==> config.mk <==
export PLATFORM = sky130hd
export DESIGN_NAME = indent_dedent_scanner
export DESIGN_NICKNAME = d
export VERILOG_FILES = /design/src/rtl/core/ids_pkg.sv /design/src/rtl/core/indent_dedent_scanner.sv /design/src/rtl/core/ids_ram.sv /design/src/rtl/core/ids_fifo.sv /design/src/rtl/core/ids_front.sv /design/src/rtl/core/ids_back.sv
export SDC_FILE = /design/constraint.sdc
export NUM_CORES = 1
export LEC_CHECK = 0
export BUFFER_PORTS_ARGS = -buffer_cell sky130_fd_sc_hd__buf_2
export CAP_MARGIN = 30
export CELL_PAD_IN_SITES_DETAIL_PLACEMENT = 1
export CELL_PAD_IN_SITES_GLOBAL_PLACEMENT = 1
export CORE_UTILIZATION = 47
export CTS_CLUSTER_DIAMETER = 100
export DETAILED_ROUTE_END_ITERATION = 10
export PLACE_DENSITY_LB_ADDON = 0.12
export SLEW_MARGIN = 40
export SYNTH_ARGS = -nofsm -noshare
export SYNTH_HDL_FRONTEND = slang
export SYNTH_SLANG_ARGS = --single-unit
==> constraint.sdc <==
create_clock -name clk -period 4.8 [get_ports clk]
set_clock_uncertainty 0.15 [all_clocks]
set_input_delay 0.72 -clock clk [delete_from_list [all_inputs] [get_ports clk]]
set_output_delay 0.72 -clock clk [all_outputs]
set_load 0.005 [all_outputs]
==> src/rtl/core/ids_pkg.sv <==
// Shared types, character codes and default sizes for the indent/dedent scanner.
`timescale 1ns / 1ps

package ids_pkg;

	// Default sizes for the top-level parameters
	localparam int STACK_DEPTH_DEF = 32;
	localparam int LEVEL_WIDTH_DEF = 16;

	// Character codes the front end looks for
	localparam logic [7:0] CH_NUL = 8'h00;
	localparam logic [7:0] CH_TAB = 8'h09;
	localparam logic [7:0] CH_LF  = 8'h0A;
	localparam logic [7:0] CH_FF  = 8'h0C;
	localparam logic [7:0] CH_CR  = 8'h0D;

	// Token kinds as seen on the result port
	typedef enum logic [1:0] {
		KIND_NEWLINE = 2'd0,
		KIND_INDENT  = 2'd1,
		KIND_DEDENT  = 2'd2
	} ids_kind_t;

	// Classified character handed from the front end to the back end
	typedef struct packed {
		logic consumed;
		logic scan_done;
		logic line_end;
		logic allow_indent;
		logic allow_dedent;
		logic allow_newline;
	} ids_ctl_t;

	// One result beat
	typedef struct packed {
		logic      consumed;
		logic      scan_done;
		logic      token_valid;
		ids_kind_t token_kind;
		logic      stack_full;
	} ids_res_t;

endpackage

==> src/rtl/core/indent_dedent_scanner.sv <==
// Top level of the indent/dedent scanner: front end, middle queue, back end, result queue.
//
//   channel  ports                                              handshake
//   input    ch, scan_start, allow_indent/dedent/newline         push / full
//   result   consumed, scan_done, token_valid, token_kind,       empty / pop
//            stack_full
//
// One character is taken per cycle while full is low, one result beat leaves per cycle
// while empty is low and pop is high; the front end classifies a beat in the cycle it is
// accepted, the back end compares it with the top register and the prefetched entry below
// it once it heads the middle queue and the result queue has room, and pushes the result.
// Reset leaves the stack holding only the zero bottom level; the stack RAM is not
// cleared, since the bottom entry reads as zero through a flag and every other entry is
// written before it is read.
// full rises only after the result queue has filled, once two more beats wait in the
// middle queue; with pop held high it never rises.
`timescale 1ns / 1ps

module indent_dedent_scanner #(
	parameter int STACK_DEPTH = ids_pkg::STACK_DEPTH_DEF,
	parameter int LEVEL_WIDTH = ids_pkg::LEVEL_WIDTH_DEF
) (
	input  logic       clk,
	input  logic       arst_n,
	input  logic       push,
	output logic       full,
	input  logic [7:0] ch,
	input  logic       scan_start,
	input  logic       allow_indent,
	input  logic       allow_dedent,
	input  logic       allow_newline,
	output logic       empty,
	input  logic       pop,
	output logic       consumed,
	output logic       scan_done,
	output logic       token_valid,
	output logic [1:0] token_kind,
	output logic       stack_full
);

	localparam int MW = $bits(ids_pkg::ids_ctl_t) + LEVEL_WIDTH;
	localparam int RW = $bits(ids_pkg::ids_res_t);

	ids_pkg::ids_ctl_t      f_ctl;
	logic [LEVEL_WIDTH-1:0] f_tab;
	ids_pkg::ids_ctl_t      b_ctl;
	logic [LEVEL_WIDTH-1:0] b_tab;
	logic [MW-1:0]          mid_rdata;
	logic                   mid_empty;
	logic                   accept;
	logic                   fire;
	logic                   out_full;
	ids_pkg::ids_res_t      b_res;
	ids_pkg::ids_res_t      o_res;
	logic [RW-1:0]          out_rdata;

	assign accept = push && !full;

	ids_front #(
		.LEVEL_WIDTH(LEVEL_WIDTH)
	) u_front (
		.clk          (clk),
		.arst_n       (arst_n),
		.accept       (accept),
		.ch           (ch),
		.scan_start   (scan_start),
		.allow_indent (allow_indent),
		.allow_dedent (allow_dedent),
		.allow_newline(allow_newline),
		.ctl          (f_ctl),
		.tab          (f_tab)
	);

	ids_fifo #(
		.WIDTH(MW)
	) u_mid (
		.clk   (clk),
		.arst_n(arst_n),
		.push  (push),
		.wdata ({f_ctl, f_tab}),
		.full  (full),
		.pop   (fire),
		.rdata (mid_rdata),
		.empty (mid_empty)
	);

	// Split the queued beat back into control and count
	assign b_ctl = ids_pkg::ids_ctl_t'(mid_rdata[MW-1:LEVEL_WIDTH]);
	assign b_tab = mid_rdata[LEVEL_WIDTH-1:0];

	ids_back #(
		.STACK_DEPTH(STACK_DEPTH),
		.LEVEL_WIDTH(LEVEL_WIDTH)
	) u_back (
		.clk      (clk),
		.arst_n   (arst_n),
		.in_valid (!mid_empty),
		.ctl      (b_ctl),
		.tab      (b_tab),
		.out_ready(!out_full),
		.fire     (fire),
		.res      (b_res)
	);

	ids_fifo #(
		.WIDTH(RW)
	) u_out (
		.clk   (clk),
		.arst_n(arst_n),
		.push  (fire),
		.wdata (b_res),
		.full  (out_full),
		.pop   (pop),
		.rdata (out_rdata),
		.empty (empty)
	);

	// Drive the result ports from the oldest beat
	assign o_res       = ids_pkg::ids_res_t'(out_rdata);
	assign consumed    = o_res.consumed;
	assign scan_done   = o_res.scan_done;
	assign token_valid = o_res.token_valid;
	assign token_kind  = o_res.token_kind;
	assign stack_full  = o_res.stack_full;

endmodule

==> src/rtl/core/ids_ram.sv <==
// Generic single-write, single-read RAM with registered read data.
`timescale 1ns / 1ps

module ids_ram #(
	parameter int WIDTH = 16,
	parameter int DEPTH = 32
) (
	input  logic                     clk,
	input  logic                     we,
	input  logic [$clog2(DEPTH)-1:0] waddr,
	input  logic [WIDTH-1:0]         wdata,
	input  logic [$clog2(DEPTH)-1:0] raddr,
	output logic [WIDTH-1:0]         rdata
);

	logic [WIDTH-1:0] mem_q [DEPTH];
	logic [WIDTH-1:0] rdata_q;

	// Write port and registered read port
	always_ff @(posedge clk) begin
		if (we) begin
			mem_q[waddr] <= wdata;
		end
		rdata_q <= mem_q[raddr];
	end

	assign rdata = rdata_q;

endmodule

==> src/rtl/core/ids_fifo.sv <==
// Two-entry register queue used between the front end, the back end and the output.
`timescale 1ns / 1ps

module ids_fifo #(
	parameter int WIDTH = 8
) (
	input  logic             clk,
	input  logic             arst_n,
	input  logic             push,
	input  logic [WIDTH-1:0] wdata,
	output logic             full,
	input  logic             pop,
	output logic [WIDTH-1:0] rdata,
	output logic             empty
);

	logic [WIDTH-1:0] mem_q [2];
	logic             wr_q;
	logic             rd_q;
	logic [1:0]       cnt_q;
	logic             do_push;
	logic             do_pop;

	assign full    = (cnt_q == 2'd2);
	assign empty   = (cnt_q == 2'd0);
	assign do_push = push && !full;
	assign do_pop  = pop && !empty;
	assign rdata   = mem_q[rd_q];

	// Advance pointers and fill count
	always_ff @(posedge clk or negedge arst_n) begin
		if (!arst_n) begin
			wr_q  <= 1'b0;
			rd_q  <= 1'b0;
			cnt_q <= 2'd0;
		end else begin
			if (do_push) begin
				wr_q <= ~wr_q;
			end
			if (do_pop) begin
				rd_q <= ~rd_q;
			end
			case ({do_push, do_pop})
				2'b10:   cnt_q <= cnt_q + 2'd1;
				2'b01:   cnt_q <= cnt_q - 2'd1;
				default: cnt_q <= cnt_q;
			endcase
		end
	end

	// Store the incoming beat
	always_ff @(posedge clk) begin
		if (do_push) begin
			mem_q[wr_q] <= wdata;
		end
	end

endmodule

==> src/rtl/core/ids_front.sv <==
// Front end: classify each character and track the tab count and line-end flag.
`timescale 1ns / 1ps

module ids_front #(
	parameter int LEVEL_WIDTH = ids_pkg::LEVEL_WIDTH_DEF
) (
	input  logic                   clk,
	input  logic                   arst_n,
	input  logic                   accept,
	input  logic [7:0]             ch,
	input  logic                   scan_start,
	input  logic                   allow_indent,
	input  logic                   allow_dedent,
	input  logic                   allow_newline,
	output ids_pkg::ids_ctl_t      ctl,
	output logic [LEVEL_WIDTH-1:0] tab
);

	logic [LEVEL_WIDTH-1:0] tab_q;
	logic                   line_q;
	logic [LEVEL_WIDTH-1:0] tab_base;
	logic                   line_base;
	logic [LEVEL_WIDTH-1:0] tab_n;
	logic                   line_n;

	// Classify the character and form the next count and flag
	always_comb begin
		tab_base = scan_start ? '0 : tab_q;
		line_base = scan_start ? 1'b0 : line_q;
		tab_n = tab_base;
		line_n = line_base;
		ctl.consumed = 1'b0;
		ctl.scan_done = 1'b0;
		case (ch)
			ids_pkg::CH_LF: begin
				line_n = 1'b1;
				tab_n = '0;
				ctl.consumed = 1'b1;
			end
			ids_pkg::CH_CR, ids_pkg::CH_FF: begin
				tab_n = '0;
				ctl.consumed = 1'b1;
			end
			ids_pkg::CH_TAB: begin
				if (tab_base != '1) begin
					tab_n = tab_base + LEVEL_WIDTH'(1);
				end
				ctl.consumed = 1'b1;
			end
			ids_pkg::CH_NUL: begin
				line_n = 1'b1;
				tab_n = '0;
				ctl.scan_done = 1'b1;
			end
			default: begin
				ctl.scan_done = 1'b1;
			end
		endcase
		ctl.line_end = line_n;
		ctl.allow_indent = allow_indent;
		ctl.allow_dedent = allow_dedent;
		ctl.allow_newline = allow_newline;
		tab = tab_n;
	end

	// Hold the scan state between characters
	always_ff @(posedge clk or negedge arst_n) begin
		if (!arst_n) begin
			tab_q  <= '0;
			line_q <= 1'b0;
		end else if (accept) begin
			tab_q  <= tab_n;
			line_q <= line_n;
		end
	end

endmodule

==> src/rtl/core/ids_back.sv <==
// Back end: compare with the indent stack, push or pop, and build the result beat.
`timescale 1ns / 1ps

module ids_back #(
	parameter int STACK_DEPTH = ids_pkg::STACK_DEPTH_DEF,
	parameter int LEVEL_WIDTH = ids_pkg::LEVEL_WIDTH_DEF
) (
	input  logic                   clk,
	input  logic                   arst_n,
	input  logic                   in_valid,
	input  ids_pkg::ids_ctl_t      ctl,
	input  logic [LEVEL_WIDTH-1:0] tab,
	input  logic                   out_ready,
	output logic                   fire,
	output ids_pkg::ids_res_t      res
);

	localparam int AW = $clog2(STACK_DEPTH);
	localparam int CW = $clog2(STACK_DEPTH + 1);

	// Top of stack in a register, entry below it from the RAM
	logic [LEVEL_WIDTH-1:0] top_q;
	logic [LEVEL_WIDTH-1:0] top_n;
	logic [CW-1:0]          cnt_q;
	logic [CW-1:0]          cnt_n;
	logic [CW-1:0]          cnt_m2;
	logic                   zero_q;
	logic                   zero_n;
	logic [LEVEL_WIDTH-1:0] below;
	logic [LEVEL_WIDTH-1:0] rdata;
	logic [AW-1:0]          raddr;
	logic                   we;
	logic                   is_ind;
	logic                   is_ded;

	assign fire  = in_valid && out_ready;
	assign below = zero_q ? '0 : rdata;

	// Decide the token and the stack update
	always_comb begin
		top_n = top_q;
		cnt_n = cnt_q;
		we = 1'b0;
		is_ind = ctl.allow_indent && (tab > top_q);
		is_ded = ctl.allow_dedent && (tab < top_q);
		res.consumed = ctl.consumed;
		res.scan_done = ctl.scan_done;
		res.token_valid = 1'b0;
		res.token_kind = ids_pkg::KIND_NEWLINE;
		res.stack_full = 1'b0;
		if (ctl.scan_done && ctl.line_end) begin
			if (is_ind) begin
				res.token_valid = 1'b1;
				res.token_kind = ids_pkg::KIND_INDENT;
				if (cnt_q < CW'(STACK_DEPTH)) begin
					we = fire;
					if (fire) begin
						top_n = tab;
						cnt_n = cnt_q + CW'(1);
					end
				end else begin
					res.stack_full = 1'b1;
				end
			end else if (is_ded) begin
				res.token_valid = 1'b1;
				res.token_kind = ids_pkg::KIND_DEDENT;
				if (fire && (cnt_q > CW'(1))) begin
					top_n = below;
					cnt_n = cnt_q - CW'(1);
				end
			end else if (ctl.allow_newline) begin
				res.token_valid = 1'b1;
			end
		end
	end

	// Prefetch the entry below the next top
	always_comb begin
		cnt_m2 = cnt_n - CW'(2);
		zero_n = (cnt_n <= CW'(2));
		raddr = zero_n ? '0 : cnt_m2[AW-1:0];
	end

	// Advance the stack pointer and top
	always_ff @(posedge clk or negedge arst_n) begin
		if (!arst_n) begin
			top_q  <= '0;
			cnt_q  <= CW'(1);
			zero_q <= 1'b1;
		end else begin
			top_q  <= top_n;
			cnt_q  <= cnt_n;
			zero_q <= zero_n;
		end
	end

	ids_ram #(
		.WIDTH(LEVEL_WIDTH),
		.DEPTH(STACK_DEPTH)
	) u_stack (
		.clk  (clk),
		.we   (we),
		.waddr(cnt_q[AW-1:0]),
		.wdata(tab),
		.raddr(raddr),
		.rdata(rdata)
	);

endmodule
==> out/summary.txt, run 1 <==
DIE HEIGHT - 238.8 um
Core area - 55310 um^2
DR DRC count - 0
PortBufs - 23
WS Path Type - reg -> reg
Clk buf depth - 3
Num Clock Sinks - 632
Most frequent cells in the layout - 568 x edfxtp_1, 279 x nor2_1, 181 x buf_4, 111 x nand2_1, 75 x clkbuf_16
Crit path arrival time - 5.22 ns
Antenna-violating nets left - 0
RR Endpoint - u_back.u_stack.rdata[2]
Pin count of the biggest net entering global routing - 50
Post-CTS Hold Buffers - 0
Cell mode on critical path - buf_12
Final Max Slew Viols - 0
Initial antenna violation count - 2
Seq cells post-synth - 632
Netlist Area Pre-Place - 26360 um^2
Avg WL per Cell - 28.07 um
CTS tree - built
Worst EP required - 5.13 ns
Tot GR Track Use - 0.2826
Area growth syn-to-layout - 22.17%
Worst-path fanout max - 8
Tcrit/Tclk final - 1.018
R2R setup slack - -0.09 ns
Reg-to-reg startpoint - u_mid.rd_q
Routability congestion estimate - 0.9175
Routed Wire Length - 80.92 mm
Most common cell after layout, fill and taps aside - edfxtp_1
Status - complete, but fails checks
Syn nets - 1921
Synth area leader - edfxtp_1
Register area share after synthesis - 0.7048
Worst-Skew Late Latency - 0.62 ns
Yosys cell types - 74
Setup violators final - 9
CP Capture Type - register
RSZ-0062 raised after global routing - true
Mean Syn Cell Area - 14.02 um^2
Ys flop type - edfxtp_1
Maxcap violations - 0
Vias in the first global route - 17889
Fmax - 204.7 MHz
Layout cells sized above 1 - 0.2727
Synth area leaders - edfxtp_1 65%, dfrtp_1 4.4%, nor2_1 4.0%
TritonRoute pass-1 iters - 5
Clock Tree Root - clkbuf_16
Period minus WS final - 4.886 ns
Global-route wire length before repair - 116.8 mm
Iter 0 DRT Violations - 1477
Die width - 238.8 um
Die footprint - 57040 um^2
Row cnt - 86
Synth top area share - 0.6470
Initial Util - 0.4767
Detailed placement HPWL - 49.83 mm
Post-synth ARST share - 0.07595
Hold Fails Final Rpt - 0
GR Overflow Total - 0
Post-synth EDFFs - 568
Total vias in the final route - 17079
Critical-path top delay cell - a221oi_4
Rel. slew slack - 0.4947
Failing checks - setup timing
Slew @ Worst Pin - 0.7529 ns
Vias per Instance - 5.924
Post-DP Area - 28880 um^2
Fin area - 32210 um^2
Min-Delay Path Class - in -> async
Worst-path cell chain - buf_12, buf_8, mux2_4, ha_4, a41o_1, a21oi_2, or4_4, and3_4, buf_12, mux2i_4, buf_6, o221ai_4, nor4_2, buf_4, a22oi_4, buf_12, clkbuf_16, or2_4, a221oi_4, nor4_2
Worst path max stage delay - 0.48 ns
R2R depth - 20
Boundary Pins - 24
DP Cell Count - 2738
Gate Count Post-Synth - 1880
Synth warn - 0
Number of H-tree levels - 3
Post-route worst setup slack - -0.08631 ns
CTS Buf Count - 68
CTS clock-pin slew for the worst setup and hold paths - 0.06 ns
Type of origin of the critical path - register
Non-filler cells, final - 2883
# nets final - 2121
==> metal layers <==
| layer | vias up | wire (um) | global-route usage |
|---|---|---|---|
| li1 | 7542 | - | - |
| met4 | 2 | 2915 | 0.1078 |
| met2 | 516 | 39180 | 0.4674 |
| met1 | 8880 | 34520 | 0.3796 |
| met3 | 139 | 4285 | 0.03915 |
| met5 | - | 14 | 0 |
==> metrics by stage <==
stage	hold slack, ns	util	setup WS, ns	setup TNS [ns]
finish	0.07878	0.5823	-0.08631	-0.3959
floorplan	0.2744	-	0.02138	0
global placement	0.3041	0.5220	-0.5541	-3.111
detailed placement	0.3179	0.5222	-0.6696	-4.330
CTS	0.09277	0.5662	-0.05658	-0.1581
global route	0.1362	0.5823	-0.2467	-2.325
==> area by class of cell <==
cell class	count	area, um^2
multi-input cells	1099	7984
diodes	1	2.502
inverters	28	105.1
flip-flops and latches	632	18580
fillers	5283	23100
clock buffers	91	1893
well taps	748	935.9
repair buffers	251	2331
clock inverters	33	375.4
==> Yosys cell counts (12+ instances only) <==
master	count
buf_2	26
o31ai_1	14
dfrtp_1	46
nand2b_1	22
xnor2_1	22
nor3b_1	18
nand3_1	12
o2111a_1	13
mux2_2	25
a311oi_1	42
o211ai_1	43
dfxtp_1	16
nor2_1	280
a211oi_1	34
nand2_1	114
or2_2	78
o211a_1	15
ha_1	25
o21ai_0	51
inv_1	26
mux2i_1	66
a221oi_1	34
a21oi_1	45
o221ai_1	17
nor4_1	14
edfxtp_1	568
clkbuf_1	76
==> cell families (layout without fill, tap and decap cells) <==
| family | after synthesis | after routing | share of synthesized area |
|---|---|---|---|
| other | 0 | 1 | 0 |
| AO/OA/AOI/OAI | 348 | 348 | 0.1023 |
| XOR/XNOR | 32 | 32 | 0.01092 |
| adder cells (fa/ha/maj) | 25 | 25 | 0.01187 |
| AND/OR/NAND/NOR | 601 | 601 | 0.1084 |
| buffers and inverters | 149 | 403 | 0.02458 |
| multiplexers | 93 | 93 | 0.03711 |
| flip-flops | 632 | 632 | 0.7048 |
==> flip-flops by register name, summed over array words and instances (netlist names), 2 cells and up <==
| register | count |
|---|---|
| u_back.u_stack.rdata | 16 |
| u_back.cnt_q | 6 |
| u_out.mem_q | 12 |
| u_out.cnt_q | 2 |
| u_mid.cnt_q | 2 |
| u_back.top_q | 16 |
| u_front.tab_q | 16 |
| u_back.u_stack.mem_q | 512 |
| u_mid.mem_q | 44 |
==> worst max-delay path, delay by kind of cell (launching register included) <==
family / cells / cell delay, ns
simple gates: 5 / 1.29
mux: 2 / 0.53
flops: 1 / 0.43
buf+inv: 7 / 1.10
fa+ha+maj: 1 / 0.27
compound gates: 5 / 0.96
==> repair_timing <==
item | 4_1_cts | 5_1_grt
setup endpoints to repair | 16 | 16
gates cloned | 0 | 7
resized for setup | 27 | 115
pin swaps | 5 | 25
setup buffers | 3 | 10
==> how the worst max path moves through the flow <==
stage	from	endpoint	slack, ns	cells past startpoint
detailed placement	u_mid.rd_q	u_back.u_stack.rdata[4]	-0.67	18
global route	u_mid.rd_q	u_back.u_stack.rdata[4]	-0.25	19
CTS	u_mid.rd_q	u_back.u_stack.rdata[4]	-0.06	17
floorplan	u_mid.rd_q	u_back.u_stack.rdata[11]	0.02	19
finish	u_mid.rd_q	u_back.u_stack.rdata[2]	-0.09	20
global placement	u_mid.rd_q	u_back.u_stack.rdata[4]	-0.55	18
Power of run 1 is not shown: default switching activity piles up to over one toggle a cycle in this logic, so the estimate is an artifact.
==> inputs of run 2 (changes only) <==
--- a/config.mk
+++ b/config.mk
@@ -12,7 +12,7 @@
 export CORE_UTILIZATION = 47
 export CTS_CLUSTER_DIAMETER = 100
 export DETAILED_ROUTE_END_ITERATION = 10
-export PLACE_DENSITY_LB_ADDON = 0.12
+export PLACE_DENSITY_LB_ADDON = 0.1
 export SLEW_MARGIN = 40
 export SYNTH_ARGS = -nofsm -noshare
 export SYNTH_HDL_FRONTEND = slang
==> run 2 against run 1 <==
- the run still ends with setup timing left
- global-route usage is 0.55 points higher
- via count is 2.0% higher
- die area stayed put
- non-clock buffer count is 38 higher
- critical endpoint is now u_back.u_stack.rdata[0]
- highest routed layer unchanged
==> out/summary.txt, run 2 (same netlist as run 1, synthesis figures left out) <==
Routed Wire Length - 82.24 mm (+1.6%)
Final Max Slew Viols - 0 (unchanged)
RSZ-0062 raised after global routing - true
R2R depth - 18 (-10%)
Crit path arrival time - 5.27 ns (+0.05 ns)
N_diodes - 0 (-1)
Post-DP Area - 28910 um^2 (+0.10%)
Row cnt - 86 (unchanged)
Worst EP required - 5.15 ns (+0.02 ns)
TritonRoute pass-1 iters - 6 (+1)
Detailed placement HPWL - 49.20 mm (-1.3%)
Hold Fails Final Rpt - 0 (unchanged)
Initial antenna violation count - 3 (+1)
Worst-path fanout max - 14 (+6)
CP Capture Type - register
Type of origin of the critical path - register
Max reg flops - 512 (unchanged)
PortBufs - 23 (unchanged)
Worst-path cell chain - buf_6, mux2_4, ha_4, nand4_4, or4_4, buf_4, nand3_2, buf_4, nand2b_1, o221a_2, and2_2, a22oi_4, buf_4, buf_12, buf_6, o211ai_1, o211a_1, nor4_4
Most frequent cells in the layout - 568 x edfxtp_1, 278 x nor2_1, 206 x buf_4, 113 x nand2_1, 73 x clkbuf_16
DR DRC count - 0 (unchanged)
Worst path max stage delay - 0.57 ns (+0.09 ns)
Critical-path top delay cell - or4_4
Setup violators final - 4 (-5)
DIE HEIGHT - 238.8 um (unchanged)
Clk buf depth - 3 (unchanged)
WS Path Type - reg -> reg
Fin area - 32590 um^2 (+1.2%)
Boundary Pins - 24 (unchanged)
Die footprint - 57040 um^2 (unchanged)
Pin count of the biggest net entering global routing - 49 (-2.0%)
Rel. slew slack - 0.5234 (+0.02869)
Status - complete, but fails checks
CTS Buf Count - 69 (+1.5%)
Core area - 55310 um^2 (unchanged)
Reg-to-reg startpoint - u_mid.rd_q
Total vias in the final route - 17428 (+2.0%)
Die width - 238.8 um (unchanged)
Initial Util - 0.4767 (unchanged)
Multi-input logic area - 8144 um^2 (+2.0%)
Global-route wire length before repair - 119.7 mm (+2.4%)
Num Clock Sinks - 632 (unchanged)
Min-Delay Path Class - in -> async
Period minus WS final - 4.919 ns (+0.03285 ns)
# nets final - 2161 (+1.9%)
CP bufs+invs - 6 (-1)
R2R setup slack - -0.12 ns (-0.03 ns)
Post-CTS Hold Buffers - 0 (unchanged)
CTS tree - built
Layout cells sized above 1 - 0.2902 (+0.01752)
Antenna-violating nets left - 0 (unchanged)
Tot GR Track Use - 0.2881 (+0.005525)
Routability congestion estimate - 0.8688 (-5.3%)
Crit. path cell count - 18 (-10%)
Tcrit/Tclk final - 1.025 (+0.006843)
Number of H-tree levels - 3 (unchanged)
Register area - 18580 um^2 (unchanged)
Crit path max-delay family - simple AND/OR/NAND/NOR gates
Fmax - 203.3 MHz (-0.67%)
Cell mode on critical path - buf_4
GR Overflow Total - 0 (unchanged)
Slew @ Worst Pin - 0.7149 ns (-0.03799 ns)
RR Endpoint - u_back.u_stack.rdata[0]
Largest registers - u_back.u_stack.mem_q (512), u_mid.mem_q (44)
Vias per Instance - 5.964 (+0.68%)
Vias in the first global route - 18210 (+1.8%)
Avg WL per Cell - 28.15 um (+0.28%)
Iter 0 DRT Violations - 1346 (-8.9%)
Fill count - 5260 (-0.44%)
Maxcap violations - 0 (unchanged)
Post-route worst setup slack - -0.1192 ns (-0.03285 ns)
Area growth syn-to-layout - 23.61%
Reg with most FFs - u_back.u_stack.mem_q
Failing checks - setup timing
Most common cell after layout, fill and taps aside - edfxtp_1
CTS clock-pin slew for the worst setup and hold paths - 0.06 ns (about the same)
Worst-Skew Late Latency - 0.61 ns (about the same)
Clock Tree Root - clkbuf_16
[run 2: changes by cell type in the layout (fill, tap and decap cells not counted), sizes merged]
cell | before | now
buf | 248 | 285
diode | 1 | 0
bufbuf | 0 | 2
and3 | 6 | 7
clkinv | 22 | 30
clkinvlp | 2 | 4
clkbuf | 94 | 88
bufinv | 7 | 3
[run 2: cell type report]
| type | count | share of cell area |
|---|---|---|
| clock buffers | 86 | 0.05625 |
| clock inverters | 39 | 0.009100 |
| inverters | 28 | 0.003225 |
| multi-input cells | 1100 | 0.2499 |
| flip-flops and latches | 632 | 0.5702 |
| well taps | 748 | 0.02872 |
| repair buffers | 289 | 0.08255 |
[run 2: worst max path at each step]
stage | startpoint | to
global route | u_mid.rd_q | u_back.u_stack.rdata[0]
floorplan | u_mid.rd_q | u_back.u_stack.rdata[11]
CTS | u_mid.rd_q | u_back.u_stack.rdata[14]
detailed placement | u_mid.rd_q | u_back.u_stack.rdata[1]
finish | u_mid.rd_q | u_back.u_stack.rdata[0]
global placement | u_mid.rd_q | u_back.u_stack.rdata[11]
[run 2: metrics by stage]
step	setup TNS [ns]	hold WS, ns	cells	utilization	setup WS, ns
after CTS	0	0.1066	2902	0.5750	0.006961
final	-0.1624	0.09614	2922	0.5892	-0.1192
after floorplan	0	0.2744	1880	-	0.02138
after detailed placement	-5.659	0.3134	2754	0.5227	-0.5884
after global placement	-3.828	0.3037	2754	0.5226	-0.5353
after global routing	-1.455	0.1538	2922	0.5892	-0.2087
[run 2: layer usage]
layer	vias to the layer above	part of all wire	global-route usage	routed length (um)
li1	7605	-	-	-
met1	9072	0.42	0.3915	34780
met2	624	0.48	0.4696	39730
met3	125	0.061	0.04365	5026
met4	2	0.033	0.1076	2689
met5	-	0.00016	0	13
[run 2: repair_timing]
item	CTS	global route
setup buffers	18	22
hold endpoints to repair	0	0
resized for setup	74	110
endpoints found under the setup margin	16	16
gates cloned	5	2
pin swaps	18	18
Power of run 2 is left out for the same reason.
